## src/rtl/core/fdp_pkg.sv

```systemverilog
package fdp_pkg;

  localparam int unsigned DataW       = 8;
  localparam int unsigned IdW         = 16;
  localparam int unsigned ResW        = 16;
  localparam int unsigned DiffW       = 14;
  localparam int unsigned PendW       = 6;
  localparam int unsigned LayerW      = 3;
  localparam int unsigned StatusW     = 2;
  localparam int unsigned ResBytes    = 4;
  localparam int unsigned ResIdxW     = 3;
  localparam int unsigned MaxDepsDflt = 8;

  // APB register map
  localparam int unsigned PaddrW           = 3;
  localparam int unsigned PdataW           = 32;
  localparam logic [PaddrW-1:0] AddrDiscard = 3'd0;

  // header byte bit positions
  localparam int unsigned BitBegin    = 7;
  localparam int unsigned BitEnd      = 6;
  localparam int unsigned BitFirst    = 5;
  localparam int unsigned BitLast     = 4;
  localparam int unsigned BitDepFlag  = 3;
  // dependency byte bit positions
  localparam int unsigned BitDepExt   = 1;
  localparam int unsigned BitDepMore  = 0;

  localparam logic KindDiff = 1'b0;
  localparam logic KindDesc = 1'b1;

  typedef enum logic [StatusW-1:0] {
    ST_OK        = 2'd0,
    ST_MALFORMED = 2'd1,
    ST_REJECTED  = 2'd2
  } status_t;

  typedef enum logic [8:0] {
    PH_FIRST   = 9'b000000001,
    PH_SPATIAL = 9'b000000010,
    PH_FID_LO  = 9'b000000100,
    PH_FID_HI  = 9'b000001000,
    PH_RES     = 9'b000010000,
    PH_DEP     = 9'b000100000,
    PH_DEP_EXT = 9'b001000000,
    PH_TAIL    = 9'b010000000,
    PH_ERR     = 9'b100000000
  } phase_t;

  typedef struct packed {
    logic [1:0]         packet_edges;
    logic [1:0]         frame_flags;
    logic [LayerW-1:0]  temporal_layer;
    logic [DataW-1:0]   spatial_mask;
    logic [IdW-1:0]     frame_num;
    logic [ResW-1:0]    width;
    logic [ResW-1:0]    height;
    status_t            status;
  } desc_t;

endpackage

```

## src/rtl/core/fdp_byte_if.sv

```systemverilog
interface fdp_byte_if import fdp_pkg::*; ();
  logic             valid;
  logic             ready;
  logic [DataW-1:0] data_byte;
  logic             last_byte;

  modport source (output valid, output data_byte, output last_byte, input ready);
  modport sink   (input valid, input data_byte, input last_byte, output ready);
endinterface

```

## src/rtl/core/fdp_result_if.sv

```systemverilog
interface fdp_result_if import fdp_pkg::*; ();
  logic              valid;
  logic              ready;
  logic              kind;
  logic              run_last;
  logic [1:0]        packet_edges;
  logic [1:0]        frame_flags;
  logic [LayerW-1:0] temporal_layer;
  logic [DataW-1:0]  spatial_mask;
  logic [IdW-1:0]    frame_num;
  logic [ResW-1:0]   width;
  logic [ResW-1:0]   height;
  logic [DiffW-1:0]  dep_diff;
  logic [StatusW-1:0] status;

  modport source (
    output valid, output kind, output run_last, output packet_edges, output frame_flags,
    output temporal_layer, output spatial_mask, output frame_num, output width,
    output height, output dep_diff, output status, input ready
  );
  modport sink (
    input valid, input kind, input run_last, input packet_edges, input frame_flags,
    input temporal_layer, input spatial_mask, input frame_num, input width,
    input height, input dep_diff, input status, output ready
  );
endinterface

```

## src/rtl/core/frame_descriptor_parser.sv

```systemverilog
// Frame descriptor parser, one payload byte per transfer.
// Results are registered: a result is offered in the cycle after the byte transfer that causes it.
// Throughput: one byte per cycle while results are taken; a final byte that also completes a
//   difference puts out two results and holds the input until the difference has gone out.
// Reset (rst, synchronous): parser back to awaiting a first byte, all parse
//   state cleared, result buffer empty, discard_mode = 0.
module frame_descriptor_parser import fdp_pkg::*; #(
  parameter int unsigned MAX_DEPENDENCIES = MaxDepsDflt
) (
  input  logic              clk,
  input  logic              rst,
  fdp_byte_if.sink          byte_in,
  fdp_result_if.source      result_out,
  input  logic              psel,
  input  logic              penable,
  input  logic              pwrite,
  input  logic [PaddrW-1:0] paddr,
  input  logic [PdataW-1:0] pwdata,
  output logic [PdataW-1:0] prdata,
  output logic              pready
);

  localparam int unsigned DepCntW = $clog2(MAX_DEPENDENCIES + 1);

  // ---------------------------------------------------------------------------
  // Configuration register
  // ---------------------------------------------------------------------------
  logic discard_mode;
  logic sel_discard;

  // word decode: byte lanes within the register all select it
  assign sel_discard = (paddr[PaddrW-1:2] == AddrDiscard[PaddrW-1:2]);

  assign pready = 1'b1;
  assign prdata = sel_discard ? {{(PdataW-1){1'b0}}, discard_mode} : '0;

  always_ff @(posedge clk) begin
    if (rst) begin
      discard_mode <= 1'b0;
    end else if (psel && penable && pwrite && pready && sel_discard) begin
      discard_mode <= pwdata[0];
    end
  end

  // ---------------------------------------------------------------------------
  // Parse state
  // ---------------------------------------------------------------------------
  phase_t               phase, phase_next;
  logic [DataW-1:0]     header_byte, header_byte_next;
  logic [ResIdxW-1:0]   byte_index, byte_index_next;
  logic [DataW-1:0]     spatial_reg, spatial_reg_next;
  logic [IdW-1:0]       frame_num_reg, frame_num_reg_next;
  logic [2*ResW-1:0]    resolution_reg, resolution_reg_next;
  logic [PendW-1:0]     pending_diff, pending_diff_next;
  logic                 more_pending, more_pending_next;
  logic [DepCntW-1:0]   dep_count, dep_count_next;
  status_t              error_code, error_code_next;

  // Result buffer: up to one difference and one descriptor per byte.
  logic                 diff_valid;
  logic                 desc_valid;
  logic [DiffW-1:0]     diff_data;
  desc_t                desc_data;

  logic                 in_xfer;
  logic                 out_xfer;
  logic [DataW-1:0]     b;
  logic                 last;

  // step outputs
  logic                 try_diff;
  logic                 more_flag;
  logic [DiffW-1:0]     diff_cand;
  logic                 diff_emit;
  status_t              fail_code;
  logic [ResIdxW-1:0]   idx_inc;
  desc_t                desc_next;

  assign b        = byte_in.data_byte;
  assign last     = byte_in.last_byte;
  assign in_xfer  = byte_in.valid && byte_in.ready;
  assign out_xfer = result_out.valid && result_out.ready;

  // Take a byte when the buffer will be empty after this cycle.
  assign byte_in.ready = (!diff_valid && !desc_valid) ||
                         (result_out.ready && !(diff_valid && desc_valid));

  assign idx_inc = byte_index + ResIdxW'(1);

  always_comb begin
    phase_next          = phase;
    header_byte_next    = header_byte;
    byte_index_next     = byte_index;
    spatial_reg_next    = spatial_reg;
    frame_num_reg_next  = frame_num_reg;
    resolution_reg_next = resolution_reg;
    pending_diff_next   = pending_diff;
    more_pending_next   = more_pending;
    dep_count_next      = dep_count;
    error_code_next     = error_code;
    try_diff            = 1'b0;
    more_flag           = 1'b0;
    diff_cand           = '0;
    diff_emit           = 1'b0;
    fail_code           = ST_OK;

    unique case (phase)
      PH_FIRST: begin
        // every payload starts from a clean slate
        byte_index_next     = '0;
        spatial_reg_next    = '0;
        frame_num_reg_next  = '0;
        resolution_reg_next = '0;
        pending_diff_next   = '0;
        more_pending_next   = 1'b0;
        dep_count_next      = '0;
        error_code_next     = ST_OK;
        header_byte_next    = b;
        if (b[BitBegin]) begin
          phase_next = PH_SPATIAL;
          if (last) fail_code = ST_MALFORMED;
        end else if (!last) begin
          fail_code = ST_MALFORMED;  // non-begin packet must be one byte
        end
      end
      PH_SPATIAL: begin
        spatial_reg_next = b;
        phase_next       = PH_FID_LO;
        if (last) fail_code = ST_MALFORMED;
      end
      PH_FID_LO: begin
        frame_num_reg_next = {{(IdW-DataW){1'b0}}, b};
        phase_next         = PH_FID_HI;
        if (last) fail_code = ST_MALFORMED;
      end
      PH_FID_HI: begin
        frame_num_reg_next = {b, frame_num_reg[DataW-1:0]};
        if (header_byte[BitDepFlag]) begin
          phase_next = PH_DEP;
          if (last) fail_code = ST_MALFORMED;
        end else begin
          phase_next      = PH_RES;
          byte_index_next = '0;
        end
      end
      PH_RES: begin
        resolution_reg_next = {resolution_reg[2*ResW-DataW-1:0], b};
        byte_index_next     = idx_inc;
        if (idx_inc >= ResIdxW'(ResBytes)) phase_next = PH_TAIL;
      end
      PH_DEP: begin
        pending_diff_next = b[DataW-1:DataW-PendW];
        more_pending_next = b[BitDepMore];
        if (b[BitDepExt]) begin
          phase_next = PH_DEP_EXT;
          if (last) fail_code = ST_MALFORMED;
        end else begin
          try_diff  = 1'b1;
          diff_cand = {{(DiffW-PendW){1'b0}}, b[DataW-1:DataW-PendW]};
          more_flag = b[BitDepMore];
        end
      end
      PH_DEP_EXT: begin
        try_diff  = 1'b1;
        diff_cand = {b, pending_diff};
        more_flag = more_pending;
      end
      default: begin
        // tail bytes and error phase: nothing to parse
      end
    endcase

    if (try_diff) begin
      if (diff_cand == '0 || dep_count >= DepCntW'(MAX_DEPENDENCIES)) begin
        fail_code = ST_REJECTED;
      end else begin
        diff_emit      = 1'b1;
        dep_count_next = dep_count + DepCntW'(1);
        if (more_flag) begin
          phase_next = PH_DEP;
          if (last) fail_code = ST_MALFORMED;  // chain cut short
        end else begin
          phase_next = PH_TAIL;
        end
      end
    end

    // first error wins
    if (fail_code != ST_OK) begin
      if (error_code_next == ST_OK) error_code_next = fail_code;
      phase_next = PH_ERR;
    end

    // descriptor seen after this byte's update
    desc_next.packet_edges   = header_byte_next[BitBegin:BitEnd];
    desc_next.frame_flags    = discard_mode ? {header_byte_next[BitFirst], 1'b0}
                                            : header_byte_next[BitFirst:BitLast];
    desc_next.temporal_layer = header_byte_next[BitBegin] ? header_byte_next[LayerW-1:0]
                                                          : '0;
    desc_next.spatial_mask   = spatial_reg_next;
    desc_next.frame_num      = frame_num_reg_next;
    if (byte_index_next == ResIdxW'(ResBytes)) begin
      desc_next.width  = resolution_reg_next[2*ResW-1:ResW];
      desc_next.height = resolution_reg_next[ResW-1:0];
    end else begin
      desc_next.width  = '0;
      desc_next.height = '0;
    end
    desc_next.status = error_code_next;

    if (last) phase_next = PH_FIRST;
  end

  always_ff @(posedge clk) begin
    if (rst) begin
      phase          <= PH_FIRST;
      header_byte    <= '0;
      byte_index     <= '0;
      spatial_reg    <= '0;
      frame_num_reg  <= '0;
      resolution_reg <= '0;
      pending_diff   <= '0;
      more_pending   <= 1'b0;
      dep_count      <= '0;
      error_code     <= ST_OK;
    end else if (in_xfer) begin
      phase          <= phase_next;
      header_byte    <= header_byte_next;
      byte_index     <= byte_index_next;
      spatial_reg    <= spatial_reg_next;
      frame_num_reg  <= frame_num_reg_next;
      resolution_reg <= resolution_reg_next;
      pending_diff   <= pending_diff_next;
      more_pending   <= more_pending_next;
      dep_count      <= dep_count_next;
      error_code     <= error_code_next;
    end
  end

  // ---------------------------------------------------------------------------
  // Result buffer; the difference goes out ahead of the descriptor.
  // ---------------------------------------------------------------------------
  always_ff @(posedge clk) begin
    if (rst) begin
      diff_valid <= 1'b0;
      desc_valid <= 1'b0;
    end else if (in_xfer) begin
      diff_valid <= diff_emit;
      desc_valid <= last;
    end else if (out_xfer) begin
      if (diff_valid) begin
        diff_valid <= 1'b0;
      end else begin
        desc_valid <= 1'b0;
      end
    end
  end

  always_ff @(posedge clk) begin
    if (in_xfer) begin
      diff_data <= diff_cand;
      desc_data <= desc_next;
    end
  end

  assign result_out.valid          = diff_valid || desc_valid;
  assign result_out.kind           = diff_valid ? KindDiff : KindDesc;
  assign result_out.run_last       = diff_valid ? !desc_valid : 1'b1;
  assign result_out.packet_edges   = diff_valid ? '0 : desc_data.packet_edges;
  assign result_out.frame_flags    = diff_valid ? '0 : desc_data.frame_flags;
  assign result_out.temporal_layer = diff_valid ? '0 : desc_data.temporal_layer;
  assign result_out.spatial_mask   = diff_valid ? '0 : desc_data.spatial_mask;
  assign result_out.frame_num      = diff_valid ? '0 : desc_data.frame_num;
  assign result_out.width          = diff_valid ? '0 : desc_data.width;
  assign result_out.height         = diff_valid ? '0 : desc_data.height;
  assign result_out.dep_diff       = diff_valid ? diff_data : '0;
  assign result_out.status         = diff_valid ? ST_OK : desc_data.status;

  // ---------------------------------------------------------------------------
  // Assertions
  // ---------------------------------------------------------------------------
  a_no_take_when_full: assert property (@(posedge clk) disable iff (rst)
    (diff_valid && desc_valid) |-> !byte_in.ready)
    else $error("byte taken while two results pending");

  a_last_gives_desc: assert property (@(posedge clk) disable iff (rst)
    (in_xfer && last) |=> (desc_valid && phase == PH_FIRST))
    else $error("final byte did not queue a descriptor or rewind the parser");

  a_dep_count_cap: assert property (@(posedge clk) disable iff (rst)
    dep_count <= DepCntW'(MAX_DEPENDENCIES))
    else $error("dependency count past its limit");

  a_diff_needs_dep_phase: assert property (@(posedge clk) disable iff (rst)
    (in_xfer && diff_emit) |-> (phase == PH_DEP || phase == PH_DEP_EXT))
    else $error("difference emitted outside the dependency chain");

endmodule
```

## src/flat_wrapper.sv

```systemverilog
// flat-port wrapper written by rule: the top's interface ports become plain ports
module frame_descriptor_parser_flat import fdp_pkg::*;
#(
  parameter int unsigned MAX_DEPENDENCIES = MaxDepsDflt
)
  (clk, rst, psel, penable, pwrite, paddr, pwdata, prdata, pready, byte_in_valid, byte_in_data_byte, byte_in_last_byte, byte_in_ready, result_out_valid, result_out_kind, result_out_run_last, result_out_packet_edges, result_out_frame_flags, result_out_temporal_layer, result_out_spatial_mask, result_out_frame_num, result_out_width, result_out_height, result_out_dep_diff, result_out_status, result_out_ready);
  fdp_byte_if byte_in_i ();
  fdp_result_if result_out_i ();
  input  logic clk;
  input  logic rst;
  input  logic psel;
  input  logic penable;
  input  logic pwrite;
  input  logic [PaddrW-1:0] paddr;
  input  logic [PdataW-1:0] pwdata;
  output logic [PdataW-1:0] prdata;
  output logic pready;
  input wire logic [$bits(byte_in_i.valid)-1:0] byte_in_valid;
  input wire logic [$bits(byte_in_i.data_byte)-1:0] byte_in_data_byte;
  input wire logic [$bits(byte_in_i.last_byte)-1:0] byte_in_last_byte;
  output wire logic [$bits(byte_in_i.ready)-1:0] byte_in_ready;
  output wire logic [$bits(result_out_i.valid)-1:0] result_out_valid;
  output wire logic [$bits(result_out_i.kind)-1:0] result_out_kind;
  output wire logic [$bits(result_out_i.run_last)-1:0] result_out_run_last;
  output wire logic [$bits(result_out_i.packet_edges)-1:0] result_out_packet_edges;
  output wire logic [$bits(result_out_i.frame_flags)-1:0] result_out_frame_flags;
  output wire logic [$bits(result_out_i.temporal_layer)-1:0] result_out_temporal_layer;
  output wire logic [$bits(result_out_i.spatial_mask)-1:0] result_out_spatial_mask;
  output wire logic [$bits(result_out_i.frame_num)-1:0] result_out_frame_num;
  output wire logic [$bits(result_out_i.width)-1:0] result_out_width;
  output wire logic [$bits(result_out_i.height)-1:0] result_out_height;
  output wire logic [$bits(result_out_i.dep_diff)-1:0] result_out_dep_diff;
  output wire logic [$bits(result_out_i.status)-1:0] result_out_status;
  input wire logic [$bits(result_out_i.ready)-1:0] result_out_ready;
  assign byte_in_i.valid = byte_in_valid;
  assign byte_in_i.data_byte = byte_in_data_byte;
  assign byte_in_i.last_byte = byte_in_last_byte;
  assign byte_in_ready = byte_in_i.ready;
  assign result_out_valid = result_out_i.valid;
  assign result_out_kind = result_out_i.kind;
  assign result_out_run_last = result_out_i.run_last;
  assign result_out_packet_edges = result_out_i.packet_edges;
  assign result_out_frame_flags = result_out_i.frame_flags;
  assign result_out_temporal_layer = result_out_i.temporal_layer;
  assign result_out_spatial_mask = result_out_i.spatial_mask;
  assign result_out_frame_num = result_out_i.frame_num;
  assign result_out_width = result_out_i.width;
  assign result_out_height = result_out_i.height;
  assign result_out_dep_diff = result_out_i.dep_diff;
  assign result_out_status = result_out_i.status;
  assign result_out_i.ready = result_out_ready;
  frame_descriptor_parser #(.MAX_DEPENDENCIES(MAX_DEPENDENCIES)) u_core (.clk(clk), .rst(rst), .byte_in(byte_in_i), .result_out(result_out_i), .psel(psel), .penable(penable), .pwrite(pwrite), .paddr(paddr), .pwdata(pwdata), .prdata(prdata), .pready(pready));
endmodule
```

## config.mk

```make
export PLATFORM = sky130hd
export DESIGN_NAME = frame_descriptor_parser_flat
export DESIGN_NICKNAME = d
export VERILOG_FILES = /design/src/rtl/core/fdp_pkg.sv /design/src/rtl/core/fdp_byte_if.sv /design/src/rtl/core/fdp_result_if.sv /design/src/rtl/core/frame_descriptor_parser.sv /design/src/flat_wrapper.sv
export SDC_FILE = /design/constraint.sdc
export NUM_CORES = 1
export LEC_CHECK = 0
export ABC_AREA = 1
export CORE_MARGIN = 10
export CORE_UTILIZATION = 52
export CTS_CLUSTER_SIZE = 40
export DETAILED_ROUTE_END_ITERATION = 6
export DONT_BUFFER_PORTS = 1
export PLACE_DENSITY_LB_ADDON = 0.2
export SETUP_SLACK_MARGIN = 0.15
export SLEW_MARGIN = 30
export SYNTH_ARGS = -nofsm -noshare
export SYNTH_HDL_FRONTEND = slang
export SYNTH_SLANG_ARGS = --single-unit
export TNS_END_PERCENT = 100
```

## constraint.sdc

```tcl
create_clock -name clk -period 4.9 [get_ports clk]
set_input_delay 0.245 -clock clk [delete_from_list [all_inputs] [get_ports clk]]
set_output_delay 0.245 -clock clk [all_outputs]
set_load 0.05 [all_outputs]
```

# Yosys cells after proc, flatten, opt, wreduce, memory -nomap -nowiden
# Cells that the tools add are included.
# totals
ff_bits	171
in_bits	51
output_inout_bits	116
word_cells	120
# classes
add_sub_neg	2
order_cmp	2
eq_ne	9
n_mux	59
bitwise	1
reduce_logical	23
# op_table
cell	n
case mux 32 bit (2 select lines)	1
2-to-1 mux 9 bit	7
case mux 9 bit (6 select lines)	1
2-to-1 mux 16 bit	3
case mux 16 bit (3 select lines)	1
case mux 14 bit (2 select lines)	1
2-to-1 mux 2 bit	13
2-to-1 mux 8 bit	3
case mux 8 bit (2 select lines)	1
zero test 14 bit	1
2-to-1 mux 1 bit	14
2-to-1 mux 14 bit	1
2-to-1 mux 4 bit	3
2-to-1 mux 6 bit	2
case mux 6 bit (2 select lines)	1
equality test 9 x 1 -> 1 bit, second input constant	1
equality test 9 x 2 -> 1 bit, second input constant	1
equality test 9 x 3 -> 1 bit, second input constant	1
equality test 9 x 4 -> 1 bit, second input constant	1
equality test 9 x 5 -> 1 bit, second input constant	1
equality test 9 x 6 -> 1 bit, second input constant	1
equality test 9 x 7 -> 1 bit, second input constant	1
case mux 3 bit (3 select lines)	1
logical AND 1 bit	8
16 further kinds	27

# Logic depth before layout (Yosys ltp)
# depth
word_depth	10
depth_mapped	16
depth_no_buf	16

# Worst setup path after synthesis
# No wires, ideal clock.
# synth_path
path_type	reg-to-reg
startpoint	register u_core.diff_valid
endpoint	register u_core.desc_data[0] (netlist bit) (enable)
arrival_ns	2.789
required_ns	4.496
slack_ns	1.706
path_stages_with_launch	9
synth_period_minus_slack_ns	3.194
path_cell_list	dfxtp_1 buf_2 nand2_1 o21ai_1 inv_1 nand2_1 buf_2 inv_1 buf_2
# synth_via
elab_chain_len	5
word_cells_on_any_way	7
classes_between	reduce/logical: 7
# synth_rtl
element	line	text
from (decl)	frame_descriptor_parser.sv:60	logic diff_valid;
from (signal assigned)	frame_descriptor_parser.sv:248	diff_valid <= diff_emit;
logical AND 1 bit	frame_descriptor_parser.sv:86	(result_out.ready && !(diff_valid && desc_valid));
zero test 1 bit	frame_descriptor_parser.sv:86	
logical AND 1 bit	frame_descriptor_parser.sv:86	
logical OR 1 bit *	frame_descriptor_parser.sv:85	assign byte_in.ready = (!diff_valid && !desc_valid) ||
named net byte_in_ready	flat_wrapper.sv:21	output wire logic [$bits(byte_in_i.ready)-1:0] byte_in_ready;
logical AND 1 bit *	frame_descriptor_parser.sv:81	assign in_xfer = byte_in.valid && byte_in.ready;
named net u_core.in_xfer	frame_descriptor_parser.sv:65	logic in_xfer;
to (signal assigned)	frame_descriptor_parser.sv:262	desc_data <= desc_next;
to (decl)	frame_descriptor_parser.sv:63	desc_t desc_data;
# The timed path passes the listed nets; every way through them passes the cells marked *.
# A chain may end at the register's enable or synchronous reset.

# Worst setup path after layout
# layout_path
startpoint	register u_core.phase[0]
endpoint	register u_core.desc_data[9] (netlist bit) (data pin)
# layout_via
elab_chain_len	3
word_cells_on_any_way	6
classes_between	eq/ne: 4; mux: 2
# layout_rtl
element	line	text
from (decl)	frame_descriptor_parser.sv:48	phase_t phase, phase_next;
from (signal assigned)	frame_descriptor_parser.sv:227	phase <= phase_next;
equality test 9 x 5 -> 1 bit (tied with other cells)	frame_descriptor_parser.sv:107	unique case (phase)
case mux 3 bit (3 select lines)	frame_descriptor_parser.sv:107	
equality test 3 bit	frame_descriptor_parser.sv:202	if (byte_index_next == ResIdxW'(ResBytes)) begin
# Several ways; a longest one is shown, not always the timed one.

==> key figures <==
Logic synthesis
  • Synth warn: 0
  • Synth top area cells: edfxtp_1 (27%), dfxtp_1 (21%), inv_1 (11%)
  • Avg Synthesized Cell Area: 7.88 um2
  • Asr flop ratio synth: 0%
  • #FFs+latches synth: 171
  • Mapped Cells: 1097
  • Main synth FF type: dfxtp_1
  • Sequential share of the synthesized area: 48.7%
  • Yosys top cell by area: edfxtp_1
  • Post-synth EDFFs: 79
  • Mapped cell area: 8640 um2
  • Share of the synthesized area in the top cell type: 27.4%
  • Count of different cell masters after synthesis: 43

Timing
  • Worst-margin pin slew: 0.978 ns
  • Hold Slack: around 0.046 ns
  • Setup tns final: 0 ns
  • Final hold violation count: 0
  • Setup Skew: 0.0129 ns
  • Slew Limit Fails: 0
  • Post-route setup slack: 2.05 ns
  • Setup-failing EPs final: 0
  • Worst slew margin: 34.5%
  • Unrepaired setup endpoints after global routing: no
  • Fin crit share: 58.2%
  • FMAX: 351 MHz
  • Minimum clock period after layout: around 2.9 ns

Setup path
  • Crit-path slowest cell: nand2_2
  • CP Launch Type: flip-flop
  • CP top delay family: simple AND/OR/NAND/NOR gates
  • Critical path endpoint category: flip-flop
  • Most used cell along the critical path: nand2_2
  • Critical Path Stages: 9
  • Crit path max fanout: 37
  • WS Path Type: reg -> reg
  • Crit path buf inv count: 1
  • Worst R2R Path Depth: 9
  • Crit path DAT: 3.11 ns
  • Slowest stage delay, CP: 0.58 ns
  • CP Data Required Time: 5.16 ns
  • CP cell instances: nor2_4 -> nand2_4 -> inv_4 -> nand2_2 -> nand2_2 -> o21ai_2 -> a22oi_1 -> nand3b_4 -> nor2_2

Run
  • Max-cap violations: 0

Placement
  • Placer Congestion: 0.858
  • I/O Buffers: 0
  • DPL Wire Length: 12.6 mm
  • Pre-CTS WS: 2.06 ns

Power
  • Leak Pwr: roughly 4.3 nW
  • Combinational Power Share: 19.4%
  • Internal power: around 0.0025 W
  • Clock network power share: 35.9%
  • Sw Ratio: about a third
  • Power Total: 0.00367 W
  • Peak supply drop: roughly 0.27 mV
  • Power Density: 394 nW/um2
  • NetSw: 0.00117 W
  • Reg power frac: 44.7%

CTS
  • Clock Tree Buf Depth: 2
  • Cts hold-fix bufs: 11
  • Worst-skew pair later-pin latency: 0.44 ns
  • Post-CTS setup buffers: 0
  • # clock sinks: 171
  • CTS tree: done
  • H-tree depth: 4
  • Clock-pin slew on the worst setup and hold paths: 0.06 ns
  • Number of gates resized after CTS: 0
  • Clock buffer count from CTS: 17
  • CTS root buf: clkbuf_16

Floorplanning
  • Num rows: 47
  • Core area: 16500 um2
  • I/O pins: about 170
  • Initial Util: 52.5%
  • DIE WIDTH: 149 um
  • Die extent in y: around 150 um
  • Die area: 22200 um2

GRT
  • Total gr overflow: 0
  • Vias in the first global route: 6022
  • Pin count of the biggest net entering global routing: 119
  • Initial antenna violation count: 1
  • GRT Total Usage: 17.5%
  • First-pass GRT wire length: 31.2 mm

Worst hold path
  • Min-Delay Path Class: in -> reg
  • Hold path depth: 2

Routing
  • Routed len/inst: between 10 and 15 um
  • Post-DRT Antenna Nets: 0
  • TritonRoute pass-1 iters: 5
  • Number of remaining DRC errors: 0
  • Final wirelength: 19.4 mm
  • Vias post-DR: 6610
  • Via/cell ratio: 5.04
  • DRT iter0 DRCs: 493

Cells and area
  • Layout net count: approximately 1100
  • Number of diodes: 0
  • Max reg flops: 65
  • Area grow syn2layout: 7.89%
  • # fillers: 1570
  • Share of cells above drive strength 1: 10.5%

Outcome
  • Outcome: finished, final reports clean
==> path summary, 6_finish.rpt <==
path                           from                     end  slack [ns]
min                result_out_ready       u_core.diff_valid        0.05
max                 u_core.phase[0]     u_core.desc_data[9]        2.05
min reg2reg  u_core.pending_diff[4]  u_core.pending_diff[4]        0.47
max reg2reg         u_core.phase[0]     u_core.desc_data[9]        2.05
==> layout make-up <==
| class | instances | area (um2) | area share (%) |
|---|---|---|---|
| Inverter | 268 | 1010 | 10.8 |
| Multi-Input combinational cell | 604 | 3060 | 32.8 |
| Clock buffer | 21 | 480 | 5.15 |
| Tap cell | 220 | 275 | 2.95 |
| Sequential cell | 171 | 4220 | 45.2 |
| Clock inverter | 11 | 106 | 1.14 |
| Timing Repair Buffer | 16 | 181 | 1.95 |
==> cells in the mapped netlist (7+ instances only) <==
cell	number
a211oi_1	7
edfxtp_1	79
nand2_1	94
nor2_2	39
inv_1	259
clkbuf_1	23
nand4_1	10
dfxtp_1	92
buf_1	10
nand2_2	9
buf_4	33
o21ai_0	76
a21oi_1	74
nor2_1	130
o21ai_1	15
buf_2	14
nand3_1	31
o22ai_1	48
==> power groups by stage <==
stage	Clock, W	Sequential [W]	Combinational [W]
2_1_floorplan	0	0.00166	0.000619
3_3_place_gp	0	0.00167	0.000685
3_5_place_dp	0	0.00167	0.000691
4_1_cts	0.00134	0.00164	0.000715
5_1_grt	0.00140	0.00165	0.000787
6_report	0.00132	0.00164	0.000713
==> layout by cell type, fill, tap and decap left out, types with 3 or more instances in the layout <==
master         netlist  layout
edfxtp_1            79      79
a211oi_1             7       7
inv_1              259     258
dlygate4sd3_1        0      10
nand3_2              3       3
nor2_1             130     129
nor2_2              39      40
inv_6                0       4
o21ai_1             15      15
inv_2                6       6
nand3_1             31      31
buf_4               33       3
nand2_4              2       3
ha_1                 3       3
clkbuf_8             0       4
clkbuf_16            0      17
nand2_1             94      93
a21oi_1             74      74
conb_1               2      32
clkinvlp_4           0       3
nor2_4               5       5
o211ai_1             6       6
o21ai_0             76      76
o22ai_1             48      48
dfxtp_1             92      91
nand2_2              9       9
nand4_1             10      10
clkinv_2             0       3
==> cells by family after synthesis <==
group	synth area share, %
AOI/OAI and AO/OA	15.6
xor gates and xnor gates	0.203
adders and majority gates	0.434
buffers and inverters	17.3
DFF	48.7
other	0.0869
and+or+nand+nor	17.6
==> layer usage <==
metal / vias to the layer above / part of all wire (%) / global-route usage, %
li1: 3371 / - / -
met1: 2994 / 43 / 22.5
met2: 211 / 46 / 27.0
met3: 32 / 8.4 / 5.55
met4: 2 / 1.9 / 6.28
met5: - / 0.041 / 0
==> metrics by stage <==
stage          utilization, %  cells  area, um2
6_report                 56.6   1311       9330
5_1_grt                  56.6   1311       9330
4_1_cts                  56.6   1311       9330
3_5_place_dp             52.3   1268       8610
3_3_place_gp             52.3   1268       8610
2_1_floorplan               -   1127       8760
(Power assumes the default switching activity.)
